## config.mk

```make
export PLATFORM = sky130hd
export DESIGN_NAME = stq_cell
export DESIGN_NICKNAME = d
export VERILOG_FILES = /design/src/hw/rtl/stq_pkg.sv /design/src/hw/rtl/stq_cell.sv
export SDC_FILE = /design/constraint.sdc
export NUM_CORES = 1
export LEC_CHECK = 0
export BUFFER_PORTS_ARGS = -buffer_cell sky130_fd_sc_hd__buf_2
export CAP_MARGIN = 5
export CORE_AREA = 4 4 180 182
export CTS_CLUSTER_DIAMETER = 40
export DETAILED_ROUTE_END_ITERATION = 7
export DIE_AREA = 0 0 184 186
export PLACE_DENSITY = 0.58
export REMOVE_ABC_BUFFERS = 1
export SKIP_CTS_REPAIR_TIMING = 1
export SLEW_MARGIN = 30
export SYNTH_ARGS = -nofsm -noshare
export SYNTH_HDL_FRONTEND = slang
export SYNTH_SLANG_ARGS = --single-unit
export TNS_END_PERCENT = 50
```

## constraint.sdc

```tcl
create_clock -name clk -period 5.33 [get_ports clk]
set_clock_uncertainty 0.2 [all_clocks]
set_input_delay 0.7995 -clock clk [delete_from_list [all_inputs] [get_ports clk]]
set_output_delay 0.7995 -clock clk [all_outputs]
set_load 0.01 [all_outputs]
```

## src/hw/rtl/stq_pkg.sv

```systemverilog
// stq_pkg: shared types and constants of the sorted timer queue
// no dependencies; used by the cell and the top level
package stq_pkg;

    localparam int NUM_SLOTS = 16;
    localparam int SLOT_W    = 4;

    typedef enum logic [1:0] {
        OP_ARM    = 2'd0,
        OP_CANCEL = 2'd1,
        OP_TICK   = 2'd2,
        OP_SEARCH = 2'd3
    } op_t;

    typedef enum logic [1:0] {
        KIND_ACK    = 2'd0,
        KIND_FIRED  = 2'd1,
        KIND_TICK   = 2'd2,
        KIND_SEARCH = 2'd3
    } kind_t;

    typedef enum logic [2:0] {
        ST_IDLE,
        ST_REMOVE,
        ST_INSERT,
        ST_EMIT,
        ST_CHECK,
        ST_FEMIT
    } state_t;

    typedef enum logic [1:0] {
        MODE_HOLD,
        MODE_REMOVE,
        MODE_INSERT,
        MODE_SEARCH
    } mode_t;

    typedef struct packed {
        logic              valid;
        logic [SLOT_W-1:0] slot;
        logic [31:0]       deadline;
        logic [23:0]       period;
        logic [7:0]        code;
        logic [3:0]        owner;
        logic [15:0]       tag;
        logic              periodic;
    } entry_t;

    typedef struct packed {
        mode_t             mode;
        logic [SLOT_W-1:0] slot;
        logic [31:0]       key;
        logic [31:0]       now;
        entry_t            ent;
        logic [7:0]        code;
        logic [3:0]        owner;
        logic [15:0]       tag;
    } cell_ctrl_t;

    typedef struct packed {
        logic              shift;
        logic              found;
        logic [SLOT_W-1:0] slot;
    } chain_t;

    // time to deadline, zero once due, saturated to 24 bits
    function automatic logic [23:0] remaining(input logic [31:0] diff);
        logic [23:0] r;
        if (diff[31])
            r = '0;
        else if (|diff[30:24])
            r = '1;
        else
            r = diff[23:0];
        return r;
    endfunction

endpackage

```

## src/hw/rtl/stq_cell.sv

```systemverilog
// stq_cell: one position of the deadline-ordered timer chain
// depends on stq_pkg; instanced in a row by sorted_timer_queue
module stq_cell (
    input  logic                clk,
    input  logic                rst_n,
    input  stq_pkg::cell_ctrl_t ctrl,
    input  stq_pkg::entry_t     left,
    input  stq_pkg::entry_t     right,
    input  stq_pkg::chain_t     cin,
    output stq_pkg::chain_t     cout,
    output stq_pkg::entry_t     ent
);

    stq_pkg::entry_t ent_reg;
    stq_pkg::entry_t ent_next;
    logic [31:0]     ent_dist;
    logic            gt;
    logic            hit;

    assign ent      = ent_reg;
    assign ent_dist = ent_reg.deadline - ctrl.now;

    always_comb
    begin
        ent_next = ent_reg;
        cout     = cin;
        gt       = !(ent_reg.valid && (ent_dist <= ctrl.key));
        hit      = 1'b0;
        case (ctrl.mode)
            stq_pkg::MODE_REMOVE:
            begin
                hit        = ent_reg.valid && (ent_reg.slot == ctrl.slot);
                cout.shift = cin.shift | hit;
                if (cout.shift)
                    ent_next = right;
            end
            stq_pkg::MODE_INSERT:
            begin
                // entries with equal distance stay ahead of the new one
                cout.shift = cin.shift | gt;
                if (cin.shift)
                    ent_next = left;
                else if (gt)
                    ent_next = ctrl.ent;
            end
            stq_pkg::MODE_SEARCH:
            begin
                hit = ent_reg.valid && (ent_reg.code == ctrl.code) &&
                      (ent_reg.owner == ctrl.owner) && (ent_reg.tag == ctrl.tag);
                if (!cin.found && hit)
                begin
                    cout.found = 1'b1;
                    cout.slot  = ent_reg.slot;
                end
            end
            default:
            begin
                ent_next = ent_reg;
            end
        endcase
    end

    always_ff @(posedge clk or negedge rst_n)
    begin
        if (!rst_n)
            ent_reg <= '0;
        else
            ent_reg <= ent_next;
    end

endmodule

```

==> qor.csv <==
stage,metric,value,unit
outcome,status,"finished, violations left",
die,io pins,472,
clock_tree,Clk Tree Root Cell,clkbuf_16,
critical_path,Worst Path Arrival,4900,ps
critical_path,Crit. End Element,primary output,
critical_path,capturing point of the worst reg2reg path,ent[75],
power_and_ir_drop,overall power after layout,3910,uW
drt,via count normalized by instance count,4.70,
critical_path,Startpoint Class,primary input,
final_layout,Largest register FFs,90,
sta,number of max-slew violations in the final report,0,
sta,Max-slew headroom,51.0,%
grt,wire length of the first global-routing pass,46100,um
grt,pin count of the biggest net entering global routing,138,
synth,ys async rst share,100,%
placed_design,global placement routability congestion,0.874,
synth,share of the synthesized area in the top cell type,27.2,%
synth,Most used DFF post-synth,dfrtp_1,
outcome,violations in the final reports,setup timing,
final_layout,fraction of the core area covered by cells at the end of the flow,40.6,%
sta,"Min Clock Period, post-route",5900,ps
synth,number of distinct library cells after synthesis,58,
final_layout,final design area excluding fillers,12400,um2
die,starting density of the core,27.1,%
sta,setup repair after global routing missed its margin,true,
critical_path,startpoint-to-endpoint class of the critical path,in -> out,
clock_tree,clock latency on the worst-skew pair,350,ps
synth,post-synthesis area per instance,8.90,um2
grt,vias in the first global route,8868,
placed_design,Placed Instance Area,11700,um2
power_and_ir_drop,power density normalized to cell area,315,nW/um2
final_layout,final-stage net count,1911,
synth,main area contributors after synthesis,"dfrtp_1 (27%), mux2_2 (11%), mux2i_1 (11%), ha_1 (10%), a21oi_1 (7.3%)",
grt,antenna violations before repair,2,
die,number of placement rows,64,
placed_design,input/output buffers,471,
synth,proportion of synthesized chip area in sequential cells,27.2,%
clock_tree,CTS H-tree lvls,3,
drt,# DRC,0,
synth,post-synthesis cell area,8290,um2
drt,detailed-route via count,8787,
clock_tree,clock buffers created by TritonCTS,9,
drt,met3 routed WL,1810,um
final_layout,most used cells in the layout excluding fill and tap cells,"buf_2 (469), a21oi_1 (120), nor2_1 (116)",
clock_tree,CTS max path bufs,2,
drt,top routing layer used,met5,
sta,number of hold-slack violations in the final timing report,0,
power_and_ir_drop,standby leakage power,0.00656,uW
die,core box area,30600,um2
critical_path,highest fanout seen on the critical path,6,
sta,number of setup violations in the final report,90,
placed_design,HPWL after detailed placement,26200,um
drt,First-pass DRT Iterations,4,
final_layout,area delta synth->final,49.8,%
drt,post-route met1 wirelength,13400,um
drt,Total Wirelength,32100,um
synth,synthesis warning total,0,
drt,Post-DRT Antenna Nets,0,
drt,first-iteration detailed-routing DRC count,419,
grt,GR Overflow Total,0,
synth,Synth Register Bits,90,
critical_path,endpoint required time on the critical path,4330,ps
hold_path,type of the worst min-delay path,in -> async,
grt,total track usage,16.9,%
sta,Final Worst Setup Slack,-573,ps
synth,post-synthesis cell type with the largest combined area,dfrtp_1,
run,Max Cap Viol,0,
final_layout,proportion of layout cells with a drive suffix above 1,47.1,%
synth,number of enable-type register cells in the synthesized netlist,0,
clock_tree,# clock sinks,90,
drt,detailed route wirelength on metal2,16600,um
final_layout,"leading cell type in the layout, fill and taps excluded",buf_2,
clock_tree,clock slew at the register clock pins of the worst setup and hold paths,80,ps
die,full die area,34200,um2
synth,Post-Synthesis Cells,931,
drt,routed wirelength normalized by instance count,17.1,um
die,Die Y-Extent,186,um
sta,worst slew pin tran,735,ps
critical_path,worst reg2reg setup slack,-120,ps
critical_path,r2r worst-path depth,24,
clock_tree,clock tree from TritonCTS,yes,
die,width of the chip,184,um
power_and_ir_drop,Worst VDD drop,0.112,mV
critical_path,worst reg2reg path startpoint,ent[53],
sta,period utilisation layout,111,%
sta,maximum operating frequency,169,MHz
==> synth_stat cells, drive strengths merged, types with 9 or more instances <==
| master | n |
|---|---|
| mux2i | 92 |
| o21a | 9 |
| inv | 79 |
| o21ai | 17 |
| ha | 66 |
| a21oi | 122 |
| nor3 | 12 |
| dfrtp | 90 |
| nand2 | 20 |
| clkbuf | 30 |
| xor2 | 26 |
| nor2 | 116 |
| a21o | 23 |
| buf | 13 |
| xnor2 | 31 |
| mux2 | 91 |
| nand4 | 15 |
==> worst max-delay path, stage by stage <==
cell and delay [ps]:
buf_2 100, inv_1 90, ha_4 210, buf_4 150, a2111oi_4 380, a21oi_2 130, a311oi_2 380, o31ai_2 90
buf_4 150, a311oi_4 430, o31ai_2 130, xor2_1 170, ha_1 310, nand4_1 130, nor4_2 350, nand3_1 190
o311ai_2 120, nand2_1 100, o41a_1 320, buf_2 160
==> kinds of logic after synthesis <==
kind of cell | Yosys count | share of synthesized area, %
XOR/XNOR | 57 | 6.02
AND/OR/NAND/NOR | 204 | 11.2
multiplexers | 183 | 23.8
flip-flops | 90 | 27.2
AO/OA/AOI/OAI | 208 | 15.8
buffers and inverters | 122 | 5.74
adder cells (fa/ha/maj) | 67 | 10.2
==> stage by stage <==
| step | hold WS (ps) | setup WS, ps | std cells | setup TNS [ps] |
|---|---|---|---|---|
| 2_1_floorplan | 304 | -2730 | 888 | -242690 |
| 3_3_place_gp | 286 | -617 | 1839 | -38360 |
| 3_5_place_dp | 290 | -704 | 1839 | -45920 |
| 4_1_cts | 310 | -736 | 1855 | -14020 |
| 5_1_grt | 333 | -876 | 1870 | -39210 |
| 6_report | 299 | -573 | 1871 | -17210 |
==> per-layer routing <==
metal / vias to the layer above / global-route usage (%)
met3: 14 / 3.24
met4: 2 / 2.69
met1: 4113 / 21.4
li1: 4390 / -
met2: 268 / 30.5
met5: - / 0
==> how the worst max path moves through the flow <==
stage,slack [ps],from,cells after the start,to
floorplan,-2730,ctrl[186],5,ent[0]
global placement,-620,ctrl[118],19,cout[5]
detailed placement,-700,ctrl[122],19,cout[5]
CTS,-740,ctrl[122],19,cout[5]
global route,-880,ctrl[118],20,cout[5]
finish,-570,ctrl[123],20,cout[5]
==> report_power, final <==
part | switching (uW) | leakage (uW) | internal [uW] | total [uW]
Clock | 311 | 0.000141 | 371 | 681
Sequential | 155 | 0.00103 | 853 | 1010
Combinational | 1060 | 0.00538 | 1150 | 2220
Total | 1530 | 0.00656 | 2380 | 3910
==> area by class of cell <==
| type | instances | area [um2] |
|---|---|---|
| Fill cell | 3194 | 18200 |
| Multi-Input combinational cell | 719 | 5720 |
| Timing Repair Buffer | 569 | 3340 |
| Sequential cell | 90 | 2250 |
| Tap cell | 396 | 495 |
| Inverter | 79 | 297 |
| Clock buffer | 10 | 229 |
| Clock inverter | 6 | 73.8 |
| Antenna cell | 2 | 5.00 |
No activity file was read; power rests on OpenSTA's default activity.
